[src/rtl/kwm_pkg.sv]
// ----------------------------------------------------------------------------
// kwm_pkg
// Shared types and constants for the k-way sorted merge core.
// ----------------------------------------------------------------------------
package kwm_pkg;

    localparam int VALUE_W    = 32;   // element value width
    localparam int LIST_ID_W  = 3;    // list number field width
    localparam int CFG_W      = 4;    // lists_in_use register width
    localparam int IN_USER_W  = 4;    // {list_empty, list_id}
    localparam int OUT_USER_W = 4;    // {needs_refill, source_list}

    localparam int USER_EMPTY_BIT  = 3;
    localparam int USER_REFILL_BIT = 3;

    localparam logic [CFG_W-1:0] CFG_RESET = 4'd8;

    typedef enum logic [2:0] {
        ST_IDLE,
        ST_CHECK,
        ST_SCAN,
        ST_SCAN_END,
        ST_POP
    } kwm_state_t;

    // controller -> datapath
    typedef struct packed {
        logic accept;      // take the input item into the head store
        logic restart;     // return all per-list state to start
        logic scan_clear;  // start a new minimum search
        logic scan_run;    // issue the next head read of the search
        logic pop;         // load the best head into the output register
    } kwm_cmd_t;

    // datapath -> controller
    typedef struct packed {
        logic item_ok;       // input item is for a list in use that is awaited
        logic any_wait;      // some list in use still awaits an element
        logic all_done;      // every list in use is finished
        logic scan_last;     // search read address is the last list in use
        logic best_found;    // search saw at least one pending head
        logic best_is_last;  // best head is its list's last element
        logic pop_all_done;  // popping the best head finishes the stream
        logic out_free;      // output register can take a result this cycle
    } kwm_status_t;

endpackage

[src/rtl/kwm_ram.sv]
// ----------------------------------------------------------------------------
// kwm_ram
// Generic single-write, single-read RAM with registered read data.
// ----------------------------------------------------------------------------
module kwm_ram #(
    parameter int WIDTH = 32,
    parameter int DEPTH = 8
) (
    input  logic                                      clk,
    input  logic                                      we,
    input  logic [((DEPTH > 1) ? $clog2(DEPTH) : 1)-1:0] waddr,
    input  logic [WIDTH-1:0]                          wdata,
    input  logic [((DEPTH > 1) ? $clog2(DEPTH) : 1)-1:0] raddr,
    output logic [WIDTH-1:0]                          rdata
);

    logic [WIDTH-1:0] mem_reg [DEPTH];

    always_ff @(posedge clk)
    begin
        if (we)
        begin
            mem_reg[waddr] <= wdata;
        end
        rdata <= mem_reg[raddr];
    end

endmodule

[src/rtl/kwm_datapath.sv]
// ----------------------------------------------------------------------------
// kwm_datapath
// Per-list head state, head value RAM, serial minimum search and output
// register of the merge core.
// ----------------------------------------------------------------------------
module kwm_datapath #(
    parameter int NUM_LISTS = 8
) (
    input  logic                            clk,
    input  logic                            rst_n,
    input  logic                            cfg_we,
    input  logic [kwm_pkg::CFG_W-1:0]       cfg_wdata,
    input  logic [kwm_pkg::VALUE_W-1:0]     s_axis_tdata,
    input  logic [kwm_pkg::IN_USER_W-1:0]   s_axis_tuser,
    input  logic                            s_axis_tlast,
    output logic                            m_axis_tvalid,
    input  logic                            m_axis_tready,
    output logic [kwm_pkg::VALUE_W-1:0]     m_axis_tdata,
    output logic [kwm_pkg::OUT_USER_W-1:0]  m_axis_tuser,
    output logic                            m_axis_tlast,
    input  kwm_pkg::kwm_cmd_t               cmd,
    output kwm_pkg::kwm_status_t            status
);

    import kwm_pkg::*;

    localparam int IDX_W = (NUM_LISTS > 1) ? $clog2(NUM_LISTS) : 1;
    localparam int CMP_W = (IDX_W + 1 > CFG_W) ? IDX_W + 1 : CFG_W;

    logic [CFG_W-1:0]     cfg_reg;
    logic [CMP_W-1:0]     cfg_ext;
    logic [CMP_W-1:0]     k_val;
    logic [NUM_LISTS-1:0] inuse;

    logic [NUM_LISTS-1:0] valid_reg,    valid_next;
    logic [NUM_LISTS-1:0] is_last_reg,  is_last_next;
    logic [NUM_LISTS-1:0] done_reg,     done_next;
    logic [NUM_LISTS-1:0] awaiting_reg, awaiting_next;

    logic [CMP_W-1:0]     id_ext;
    logic [IDX_W-1:0]     id_idx;
    logic                 in_empty;

    logic [IDX_W-1:0]     idx_reg;
    logic [IDX_W-1:0]     rd_idx_reg;
    logic                 rd_pend_reg;
    logic                 best_found_reg;
    logic [IDX_W-1:0]     best_idx_reg;
    logic [VALUE_W-1:0]   best_val_reg;
    logic [VALUE_W-1:0]   head_rdata;
    logic                 take_best;
    logic [NUM_LISTS-1:0] best_onehot;
    logic [CMP_W-1:0]     best_ext;

    logic                 out_valid_reg;
    logic [VALUE_W-1:0]   out_value_reg;
    logic [LIST_ID_W-1:0] out_src_reg;
    logic                 out_refill_reg;
    logic                 out_last_reg;

    // ---- configuration and list-in-use mask ----
    always_ff @(posedge clk or negedge rst_n)
    begin
        if (!rst_n)
        begin
            cfg_reg <= CFG_RESET;
        end
        else if (cfg_we)
        begin
            cfg_reg <= cfg_wdata;
        end
    end

    assign cfg_ext = CMP_W'(cfg_reg);

    always_comb
    begin
        if (cfg_ext == '0)
        begin
            k_val = CMP_W'(1);
        end
        else if (cfg_ext > CMP_W'(NUM_LISTS))
        begin
            k_val = CMP_W'(NUM_LISTS);
        end
        else
        begin
            k_val = cfg_ext;
        end
    end

    always_comb
    begin
        for (int i = 0; i < NUM_LISTS; i++)
        begin
            inuse[i] = (CMP_W'(i) < k_val);
        end
    end

    // ---- input item decode ----
    assign id_ext   = CMP_W'(s_axis_tuser[LIST_ID_W-1:0]);
    assign id_idx   = id_ext[IDX_W-1:0];
    assign in_empty = s_axis_tuser[USER_EMPTY_BIT];

    // ---- head value store ----
    kwm_ram #(
        .WIDTH (VALUE_W),
        .DEPTH (NUM_LISTS)
    ) u_head_ram (
        .clk   (clk),
        .we    (cmd.accept && !in_empty),
        .waddr (id_idx),
        .wdata (s_axis_tdata),
        .raddr (idx_reg),
        .rdata (head_rdata)
    );

    // ---- per-list flags ----
    always_comb
    begin
        for (int i = 0; i < NUM_LISTS; i++)
        begin
            best_onehot[i] = (IDX_W'(i) == best_idx_reg);
        end
    end

    always_comb
    begin
        valid_next    = valid_reg;
        is_last_next  = is_last_reg;
        done_next     = done_reg;
        awaiting_next = awaiting_reg;
        if (cmd.restart)
        begin
            valid_next    = '0;
            is_last_next  = '0;
            done_next     = '0;
            awaiting_next = '1;
        end
        else if (cmd.accept)
        begin
            awaiting_next[id_idx] = 1'b0;
            if (in_empty)
            begin
                done_next[id_idx] = 1'b1;
            end
            else
            begin
                valid_next[id_idx]   = 1'b1;
                is_last_next[id_idx] = s_axis_tlast;
            end
        end
        else if (cmd.pop)
        begin
            valid_next[best_idx_reg] = 1'b0;
            if (is_last_reg[best_idx_reg])
            begin
                done_next[best_idx_reg] = 1'b1;
            end
            else
            begin
                awaiting_next[best_idx_reg] = 1'b1;
            end
        end
    end

    always_ff @(posedge clk or negedge rst_n)
    begin
        if (!rst_n)
        begin
            valid_reg    <= '0;
            is_last_reg  <= '0;
            done_reg     <= '0;
            awaiting_reg <= '1;
        end
        else
        begin
            valid_reg    <= valid_next;
            is_last_reg  <= is_last_next;
            done_reg     <= done_next;
            awaiting_reg <= awaiting_next;
        end
    end

    // ---- serial minimum search: one read issued, one compare per cycle ----
    assign take_best = rd_pend_reg && valid_reg[rd_idx_reg] &&
                       (!best_found_reg || ($signed(head_rdata) < $signed(best_val_reg)));

    always_ff @(posedge clk or negedge rst_n)
    begin
        if (!rst_n)
        begin
            idx_reg        <= '0;
            rd_pend_reg    <= 1'b0;
            best_found_reg <= 1'b0;
        end
        else if (cmd.scan_clear)
        begin
            idx_reg        <= '0;
            rd_pend_reg    <= 1'b0;
            best_found_reg <= 1'b0;
        end
        else
        begin
            rd_pend_reg <= cmd.scan_run;
            if (cmd.scan_run)
            begin
                idx_reg <= idx_reg + IDX_W'(1);
            end
            if (take_best)
            begin
                best_found_reg <= 1'b1;
            end
        end
    end

    always_ff @(posedge clk)
    begin
        if (cmd.scan_run)
        begin
            rd_idx_reg <= idx_reg;
        end
        if (take_best)
        begin
            best_idx_reg <= rd_idx_reg;
            best_val_reg <= head_rdata;
        end
    end

    // ---- output register ----
    assign best_ext = CMP_W'(best_idx_reg);

    always_ff @(posedge clk or negedge rst_n)
    begin
        if (!rst_n)
        begin
            out_valid_reg <= 1'b0;
        end
        else if (cmd.pop)
        begin
            out_valid_reg <= 1'b1;
        end
        else if (m_axis_tready)
        begin
            out_valid_reg <= 1'b0;
        end
    end

    always_ff @(posedge clk)
    begin
        if (cmd.pop)
        begin
            out_value_reg  <= best_val_reg;
            out_src_reg    <= best_ext[LIST_ID_W-1:0];
            out_refill_reg <= !is_last_reg[best_idx_reg];
            out_last_reg   <= status.pop_all_done;
        end
    end

    assign m_axis_tvalid = out_valid_reg;
    assign m_axis_tdata  = out_value_reg;
    assign m_axis_tuser  = {out_refill_reg, out_src_reg};
    assign m_axis_tlast  = out_last_reg;

    // ---- status ----
    always_comb
    begin
        status.item_ok      = (id_ext < k_val) && awaiting_reg[id_idx];
        status.any_wait     = |(awaiting_reg & inuse);
        status.all_done     = &(done_reg | ~inuse);
        status.scan_last    = (CMP_W'(idx_reg) == (k_val - CMP_W'(1)));
        status.best_found   = best_found_reg;
        status.best_is_last = is_last_reg[best_idx_reg];
        status.pop_all_done = &(done_reg | ~inuse |
                                (is_last_reg[best_idx_reg] ? best_onehot : '0));
        status.out_free     = !out_valid_reg || m_axis_tready;
    end

    // ---- assertions ----
    a_accept_awaited: assert property (@(posedge clk) disable iff (!rst_n)
        cmd.accept |-> awaiting_reg[id_idx])
        else $error("item taken for a list that was not awaited");

    a_last_no_refill: assert property (@(posedge clk) disable iff (!rst_n)
        (out_valid_reg && out_last_reg) |-> !out_refill_reg)
        else $error("final result asks for a refill");

    a_pop_shows: assert property (@(posedge clk) disable iff (!rst_n)
        cmd.pop |=> out_valid_reg)
        else $error("popped result not presented");

endmodule

[src/rtl/kwm_ctrl.sv]
// ----------------------------------------------------------------------------
// kwm_ctrl
// Sequencer of the merge core: item intake, readiness check, head search
// and pop.
// ----------------------------------------------------------------------------
module kwm_ctrl (
    input  logic                 clk,
    input  logic                 rst_n,
    input  logic                 s_axis_tvalid,
    output logic                 s_axis_tready,
    input  kwm_pkg::kwm_status_t status,
    output kwm_pkg::kwm_cmd_t    cmd
);

    import kwm_pkg::*;

    kwm_state_t state_reg, state_next;

    always_ff @(posedge clk or negedge rst_n)
    begin
        if (!rst_n)
        begin
            state_reg <= ST_IDLE;
        end
        else
        begin
            state_reg <= state_next;
        end
    end

    always_comb
    begin
        state_next    = state_reg;
        cmd           = '0;
        s_axis_tready = 1'b0;
        case (state_reg)
            ST_IDLE:
            begin
                s_axis_tready = 1'b1;
                // items for lists not awaited are dropped here
                if (s_axis_tvalid && status.item_ok)
                begin
                    cmd.accept = 1'b1;
                    state_next = ST_CHECK;
                end
            end
            ST_CHECK:
            begin
                if (status.all_done)
                begin
                    cmd.restart = 1'b1;
                    state_next  = ST_IDLE;
                end
                else if (status.any_wait)
                begin
                    state_next = ST_IDLE;
                end
                else
                begin
                    cmd.scan_clear = 1'b1;
                    state_next     = ST_SCAN;
                end
            end
            ST_SCAN:
            begin
                cmd.scan_run = 1'b1;
                if (status.scan_last)
                begin
                    state_next = ST_SCAN_END;
                end
            end
            ST_SCAN_END:
            begin
                // last read data is compared this cycle
                state_next = ST_POP;
            end
            ST_POP:
            begin
                if (!status.best_found)
                begin
                    cmd.restart = 1'b1;
                    state_next  = ST_IDLE;
                end
                else if (status.out_free)
                begin
                    cmd.pop = 1'b1;
                    if (status.pop_all_done)
                    begin
                        cmd.restart = 1'b1;
                        state_next  = ST_IDLE;
                    end
                    else if (status.best_is_last)
                    begin
                        state_next = ST_CHECK;
                    end
                    else
                    begin
                        state_next = ST_IDLE;
                    end
                end
            end
            default:
            begin
                state_next = ST_IDLE;
            end
        endcase
    end

    // ---- assertions ----
    a_pop_slot_free: assert property (@(posedge clk) disable iff (!rst_n)
        cmd.pop |-> status.out_free)
        else $error("pop while output register is occupied");

    a_scan_end_order: assert property (@(posedge clk) disable iff (!rst_n)
        (state_reg == ST_SCAN_END) |-> ($past(state_reg) == ST_SCAN))
        else $error("search ended without a scan");

    a_accept_check: assert property (@(posedge clk) disable iff (!rst_n)
        cmd.accept |=> (state_reg == ST_CHECK))
        else $error("accepted item not followed by readiness check");

endmodule

[src/rtl/k_way_sorted_merge_core.sv]
// ----------------------------------------------------------------------------
// k_way_sorted_merge_core
// Merges up to NUM_LISTS ascending streams of signed 32-bit values into one
// ascending stream.
// ----------------------------------------------------------------------------
// The core holds one pending head per list. An input item delivers the next
// element of one list (or reports the list empty) and is taken only for a
// list that is in use and awaited; any other item is consumed and dropped.
// Once no list in use is awaited, the core searches the pending heads
// serially through the read port of the head RAM, one list per cycle, and
// emits the smallest (ties go to the lower list number). A result that asks
// for a refill means the core now waits for that list; popping a list's last
// element lets the next search start without new input. After the final element (tlast)
// all per-list state returns to start. An item is taken from the idle state, and
// each pop runs through the readiness check, k head reads (k being the number of
// lists in use), the last compare and the pop; with a free output the search sets the pace.
// Results wait in an output register; the input side is not blocked by a
// stalled output until the next pop needs that register. lists_in_use is
// written through cfg_we/cfg_wdata by the user only while the core is idle;
// the core itself does not enforce this. 0 acts as 1 and values above
// NUM_LISTS act as NUM_LISTS.
// ----------------------------------------------------------------------------
module k_way_sorted_merge_core #(
    parameter int NUM_LISTS = 8
) (
    input  logic                            clk,
    input  logic                            rst_n,
    // configuration: lists_in_use
    input  logic                            cfg_we,
    input  logic [kwm_pkg::CFG_W-1:0]       cfg_wdata,
    // input items
    input  logic                            s_axis_tvalid,
    output logic                            s_axis_tready,
    input  logic [kwm_pkg::VALUE_W-1:0]     s_axis_tdata,   // [31:0] value
    input  logic [kwm_pkg::IN_USER_W-1:0]   s_axis_tuser,   // [2:0] list_id, [3] list_empty
    input  logic                            s_axis_tlast,   // last_of_list
    // result items
    output logic                            m_axis_tvalid,
    input  logic                            m_axis_tready,
    output logic [kwm_pkg::VALUE_W-1:0]     m_axis_tdata,   // [31:0] value_res
    output logic [kwm_pkg::OUT_USER_W-1:0]  m_axis_tuser,   // [2:0] source_list, [3] needs_refill
    output logic                            m_axis_tlast    // last of merged stream
);

    import kwm_pkg::*;

    kwm_cmd_t    cmd;
    kwm_status_t status;

    // sequencer
    kwm_ctrl u_ctrl (
        .clk           (clk),
        .rst_n         (rst_n),
        .s_axis_tvalid (s_axis_tvalid),
        .s_axis_tready (s_axis_tready),
        .status        (status),
        .cmd           (cmd)
    );

    // head store, search and output register
    kwm_datapath #(
        .NUM_LISTS (NUM_LISTS)
    ) u_datapath (
        .clk           (clk),
        .rst_n         (rst_n),
        .cfg_we        (cfg_we),
        .cfg_wdata     (cfg_wdata),
        .s_axis_tdata  (s_axis_tdata),
        .s_axis_tuser  (s_axis_tuser),
        .s_axis_tlast  (s_axis_tlast),
        .m_axis_tvalid (m_axis_tvalid),
        .m_axis_tready (m_axis_tready),
        .m_axis_tdata  (m_axis_tdata),
        .m_axis_tuser  (m_axis_tuser),
        .m_axis_tlast  (m_axis_tlast),
        .cmd           (cmd),
        .status        (status)
    );

endmodule

[config.mk]
export PLATFORM = sky130hd
export DESIGN_NAME = k_way_sorted_merge_core
export DESIGN_NICKNAME = d
export VERILOG_FILES = /design/src/rtl/kwm_pkg.sv /design/src/rtl/kwm_ram.sv /design/src/rtl/kwm_datapath.sv /design/src/rtl/kwm_ctrl.sv /design/src/rtl/k_way_sorted_merge_core.sv
export SDC_FILE = /design/constraint.sdc
export NUM_CORES = 1
export LEC_CHECK = 0
export BUFFER_PORTS_ARGS = -buffer_cell sky130_fd_sc_hd__buf_2
export CAP_MARGIN = 10
export CORE_MARGIN = 4
export CORE_UTILIZATION = 45
export CTS_BUF_LIST = sky130_fd_sc_hd__clkbuf_2
export DETAILED_ROUTE_END_ITERATION = 10
export PLACE_DENSITY = 0.68
export SLEW_MARGIN = 20
export SYNTH_ARGS = -nofsm -noshare
export SYNTH_HDL_FRONTEND = slang
export SYNTH_HIERARCHICAL = 1
export SYNTH_SLANG_ARGS = --single-unit
[constraint.sdc]
create_clock -name clk -period 15.84 [get_ports clk]
set_input_delay 3.168 -clock clk [delete_from_list [all_inputs] [get_ports clk]]
set_output_delay 3.168 -clock clk [all_outputs]
set_load 0.02 [all_outputs]
# == Yosys cells after proc, flatten, opt, wreduce, memory -nomap -nowiden ==
# Memories as Yosys holds them, arrays and structs flattened. A register that Yosys moved wholly into a read port is not among the register bits.
# Index checks and enable logic that the tools add are counted.
# totals
mem_bits_rw,256
output_inout_bits,39
latch_bits,0
n_memories,1
romBits,0
reg_bits,120
# mem_list
name,words,width,rd,rd_ports_with_merged_regs,wr,line,text
u_datapath.u_head_ram.mem_reg,8,32,1,1,1,kwm_ram.sv:17,logic [WIDTH-1:0] mem_reg [DEPTH];
# op_classes
addsub,2
n_div,0
bitwise,12
n_lt_le_gt_ge,16
n_reduce_logical,30
mul,0
eq_ne,19
mux,63
shifts,0
# ops
cell,count
8-bit 2-to-1 mux,17
8-bit OR,6
32-bit < comparator,1
1-bit 2-to-1 mux,28
8-bit AND,3
8-bit inverter,3
3-bit 2-to-1 mux,6
3-bit by 4-bit < comparator with 1-bit output (first input constant),4
8-bit AND reduction,2
3-bit one-hot mux with 5 select lines,1
3-bit equality test (first input constant),4
3-bit by 4-bit < comparator with 1-bit output (second input constant),3
1-bit binary-select mux with 3-bit select,3
3-bit != test (second input constant),3
8-bit bitwise mux,1
1-bit by 4-bit < comparator with 1-bit output (first input constant),2
2-bit by 4-bit < comparator with 1-bit output (first input constant),2
4-bit 2-to-1 mux,2
2-bit nonzero test,4
8-bit OR reduction,1
1-bit logical AND,7
1-bit demux with 3-bit select,2
2-bit by 3-bit equality test with 1-bit output (first input constant),2
3-bit by 2-bit equality test with 1-bit output (second input constant),2
other kinds (21),33

# == Longest topological paths before layout ==
# logic_depth
ltp_word,14
depth_mapped,17

# == Modules after synthesis ==
# Netlist, hierarchy kept.
# by_module_without_submodules
module,area_each_um2,instances,cells_per_inst
kwm_ram,10466.3,1,415
kwm_datapath,5609.1,1,492
kwm_ctrl,226.5,1,27

# == Worst setup path before layout ==
# No wires, ideal clock.
# synth_timing
kind,input -> register
start,in s_axis_tuser[1] in the netlist's numbering
end,mem u_datapath.u_head_ram.mem_reg[0][0] (enable)
t_arrival_ps,7416
path_stages,12
path_slack_ps,7963
n_path_buf,3
setup_ps,461
cell_sequence,clkbuf_1 and3_1 nand2b_1 o31ai_1 a221oi_1 o2111a_1 and3_1 nor2b_1 clkbuf_1 clkbuf_1 nand2b_1 nor3_1
# synth_lines
element,line,text
"start, declared",k_way_sorted_merge_core.sv:35,"input logic [kwm_pkg::IN_USER_W-1:0] s_axis_tuser,"
"end, declared",kwm_ram.sv:17,

==> out/results.ini <==
[setup_path]
family_with_the_most_delay_on_the_worst_path=simple AND/OR/NAND/NOR gates
worst_setup_path_start_kind=input pin
worstSetupEndpointType=flip-flop
beginning_of_the_critical_path=s_axis_tuser[1]
path_depth=10
timing.rr.start=u_datapath/cfg_ext[3]
timing_worst_setup_path_type=in -> reg
reg2reg_setup_slack_ps=11540
crit_required_ps=16370
crit_path_max_fanout=32
worstPathCellList=buf_2, ha_1, o21ai_0, nand2b_1, a21oi_1, o2111a_1, and3_1, nor2b_1, nand2_1, nor2_4
r2r.worst_path.cells=15
worstPathBufferInverterCount=1
critical_path.slowest_cell=sky130_fd_sc_hd__nor2_4
worst_path_largest_cell_delay_ps=880
worst_r2r_endpoint=u_datapath/valid_reg[6]
worst-endpoint-arrival_ps=6200

[yosys]
postSynthRegisterBits=408
synthCells=934
synth_seq_area_share_pct=71.9
synthesis.area_per_instance_um2=17.5
synth_nets=1018
synth-main-ff-cell=sky130_fd_sc_hd__edfxtp_1
synth.area.top_cells=sky130_fd_sc_hd__edfxtp_1 61%, sky130_fd_sc_hd__mux4_1 6.4%, sky130_fd_sc_hd__dfrtp_1 5.5%
post_synthesis_async_set_or_reset_flop_share_pct=11.0
portion_of_synthesized_cell_area_occupied_by_the_leading_cell_type_pct=61.0
ys.warnings.count=6
synth.distinct_cells=62
synth-edff-count=331
synth.cell_area_um2=16300
synth_area_leader_cell=sky130_fd_sc_hd__edfxtp_1

[cells_and_area]
drive_gt1_share_pct=31.2
largest_register_ff_count=256
syn_to_final_growth_pct=12.2
post-route-util_pct=51.3
fillerInstances=2996
num-nets-final=1183

[floorplan]
die-area_um2=39300
die-height_um=198
core_um2=35700
dieWidth_um=198
design.portCount=85
floorplan.initialDensity_pct=45.7
row_count=69

[power_and_ir_drop]
p_sw_share_pct=29.7
total_leakage_power_nw=6.81
cell_internal_pwr_mw=1.83
p_comb_share_pct=20.1
power_density_nw_per_um2=143
clock_power_share_pct=26.3
power_switching_mw=0.774
worst_vdd_rail_ir_drop_uv=79.2
seq_power_share_pct=53.6

[cts]
ctsResizeCount=0
htreeDepth=3
cts_inserted_buffers=98
cts_root_buf=sky130_fd_sc_hd__clkbuf_2
hold_buffers=0
clkSlewWorstSetupHoldPaths_ps=110
clk_latency_ps=950
post-cts-setup-buffer-count=0
clkSinkCount=408
clock_path_buffers=3
cts_tree=yes

[routing]
dr.pass1.iters=5
drtAntennaViolNets=0
num_vias=8727
route.detailed.wl_per_inst_um=19.9
detail_route.vias_per_cell=5.31
drt_iter0_drc=640
remaining_drc_errors=0
finalWirelength_um=32700

[placement]
post-place-ws_ps=9180
placement.io_buffers=84
gp_congestion=0.938
post-dp-hpwl_um=20300

[sta]
final_min_period_over_clock_period_pct=35.8
finalSetupViolCount=0
timing.final.max_slew_violations=0
max_slew_margin_pct=29.8
final.min_clock_period_ps=5670
post-route-worst-setup-slack_ps=10170
hold_vio_cnt_final=0
finalSetupTns_ps=0
setup_repair_after_global_routing_missed_its_margin=no
timing_worst_slew_pin_value_ps=1050
maxClockFrequency_ghz=0.176
timing.clock.skew_ps=60.9

[hold_path]
timing.hold.worst_endpoint=u_datapath/best_val_reg[18]
hold_path_startpoint=u_datapath/u_head_ram/rdata[18]
hp_class=reg -> reg
min_path_cells=0

[global_routing]
antenna_found_initial=3
groute.usage.overall_pct=17.0
vias_in_the_first_global_route=8973
grt_first_pass_wirelength_um=50900
grt_start_max_net_pins=46
grt_remaining_overflow=0

[outcome]
outcome=finished clean

[flow_run]
max-cap-violations=0

-- metal layers --
metal	part of all wire (%)	vias to the layer above	track usage, %
li1	-	4049	-
met1	43	4334	22.2
met2	49	278	27.9
met3	5.5	62	3.90
met4	2.3	4	6.58
met5	0.079	-	0
-- cell type report --
cell class	count	area, um^2	area share (%)
Tap cell	461	577	3.15
Clock buffer	158	791	4.32
Multi-Input combinational cell	442	4260	23.3
Inverter	48	180	0.985
Antenna cell	1	2.50	0.0137
Timing Repair Buffer	101	626	3.42
Clock inverter	24	138	0.752
Sequential cell	408	11700	64.1
-- power groups by stage --
stage | registers (mW) | logic (mW) | clock network [mW]
5_1_grt | 1.41 | 0.581 | 0.775
6_report | 1.40 | 0.525 | 0.685
3_5_place_dp | 1.42 | 0.528 | 0
2_1_floorplan | 1.37 | 0.427 | 0
4_1_cts | 1.40 | 0.532 | 0.721
3_3_place_gp | 1.42 | 0.518 | 0
-- cells in the mapped netlist (all sizes together) (3+ instances only) --
master,count
clkbuf,15
nor2b,6
dfstp,9
mux4,68
and3b,3
nor3,8
buf,21
mux2,35
nand3,18
o21ai,22
nand2b,9
dfrtp,36
a31oi,4
ha,38
nor2,34
inv,47
nand4,7
edfxtp,331
dfxtp,32
nor3b,5
o22ai,4
nand2,77
a21oi,65
xor2,4
-- worst register-to-register path, stage by stage, from the launching register on --
cell	delay, ps
sky130_fd_sc_hd__dfstp_2	700
sky130_fd_sc_hd__inv_1	140
sky130_fd_sc_hd__nand2_1	180
sky130_fd_sc_hd__inv_1	70
sky130_fd_sc_hd__ha_1	230
sky130_fd_sc_hd__maj3_1	330
sky130_fd_sc_hd__o22ai_1	150
sky130_fd_sc_hd__o2111a_1	270
sky130_fd_sc_hd__nand2_1	70
sky130_fd_sc_hd__a211o_2	320
sky130_fd_sc_hd__a21oi_1	120
sky130_fd_sc_hd__buf_4	310
sky130_fd_sc_hd__clkinv_1	290
sky130_fd_sc_hd__a21boi_1	650
sky130_fd_sc_hd__a21oi_1	200
sky130_fd_sc_hd__a21oi_1	150
-- cell families (layout without fill, tap and decap cells) --
logic type / count (synthesis) / after routing / synth area share, %
flip-flops: 408 / 408 / 71.9
AND/OR/NAND/NOR: 175 / 175 / 5.04
AO/OA/AOI/OAI: 118 / 118 / 4.47
multiplexers: 105 / 105 / 12.9
buffers and inverters: 84 / 331 / 2.43
adder cells (fa/ha/maj): 39 / 39 / 2.98
XOR/XNOR: 5 / 5 / 0.269
other: 0 / 1 / 0
-- layout by cell type (no fill, tap or decap), types with 7 or more instances in the layout --
| cell type | n |
|---|---|
| sky130_fd_sc_hd__nand4_1 | 7 |
| sky130_fd_sc_hd__nand2b_1 | 9 |
| sky130_fd_sc_hd__dfstp_2 | 9 |
| sky130_fd_sc_hd__dfxtp_1 | 32 |
| sky130_fd_sc_hd__buf_4 | 12 |
| sky130_fd_sc_hd__clkbuf_2 | 158 |
| sky130_fd_sc_hd__clkinv_1 | 18 |
| sky130_fd_sc_hd__a21oi_1 | 57 |
| sky130_fd_sc_hd__dfrtp_1 | 34 |
| sky130_fd_sc_hd__nor2_1 | 27 |
| sky130_fd_sc_hd__mux4_1 | 40 |
| sky130_fd_sc_hd__buf_2 | 84 |
| sky130_fd_sc_hd__ha_1 | 38 |
| sky130_fd_sc_hd__mux2_2 | 35 |
| sky130_fd_sc_hd__nand3_1 | 18 |
| sky130_fd_sc_hd__a21oi_2 | 8 |
| sky130_fd_sc_hd__mux4_2 | 28 |
| sky130_fd_sc_hd__edfxtp_1 | 331 |
| sky130_fd_sc_hd__nand2_1 | 77 |
| sky130_fd_sc_hd__o21ai_0 | 22 |
| sky130_fd_sc_hd__inv_1 | 46 |
| sky130_fd_sc_hd__nor2_4 | 7 |
-- worst max path at each step --
stage,endpoint,slack [ps]
global route,u_datapath/u_head_ram/mem_reg[6][25],10000
floorplan,u_datapath/u_head_ram/mem_reg[0][0],7960
global placement,u_datapath/u_head_ram/mem_reg[2][13],9200
detailed placement,u_datapath/u_head_ram/mem_reg[5][13],9180
finish,u_datapath/u_head_ram/mem_reg[6][29],10170
CTS,u_datapath/u_head_ram/mem_reg[5][1],10210
-- through the flow --
step,std cells,hold slack [ps],power [mW],cell area (um^2)
3_5_place_dp,1457,417,1.95,17300
4_1_cts,1639,429,2.65,18200
2_1_floorplan,934,400,1.80,16300
6_report,1643,428,2.61,18300
3_3_place_gp,1455,415,1.94,17200
5_1_grt,1643,441,2.77,18300
Note: power is estimated with default switching activity, not from simulation.
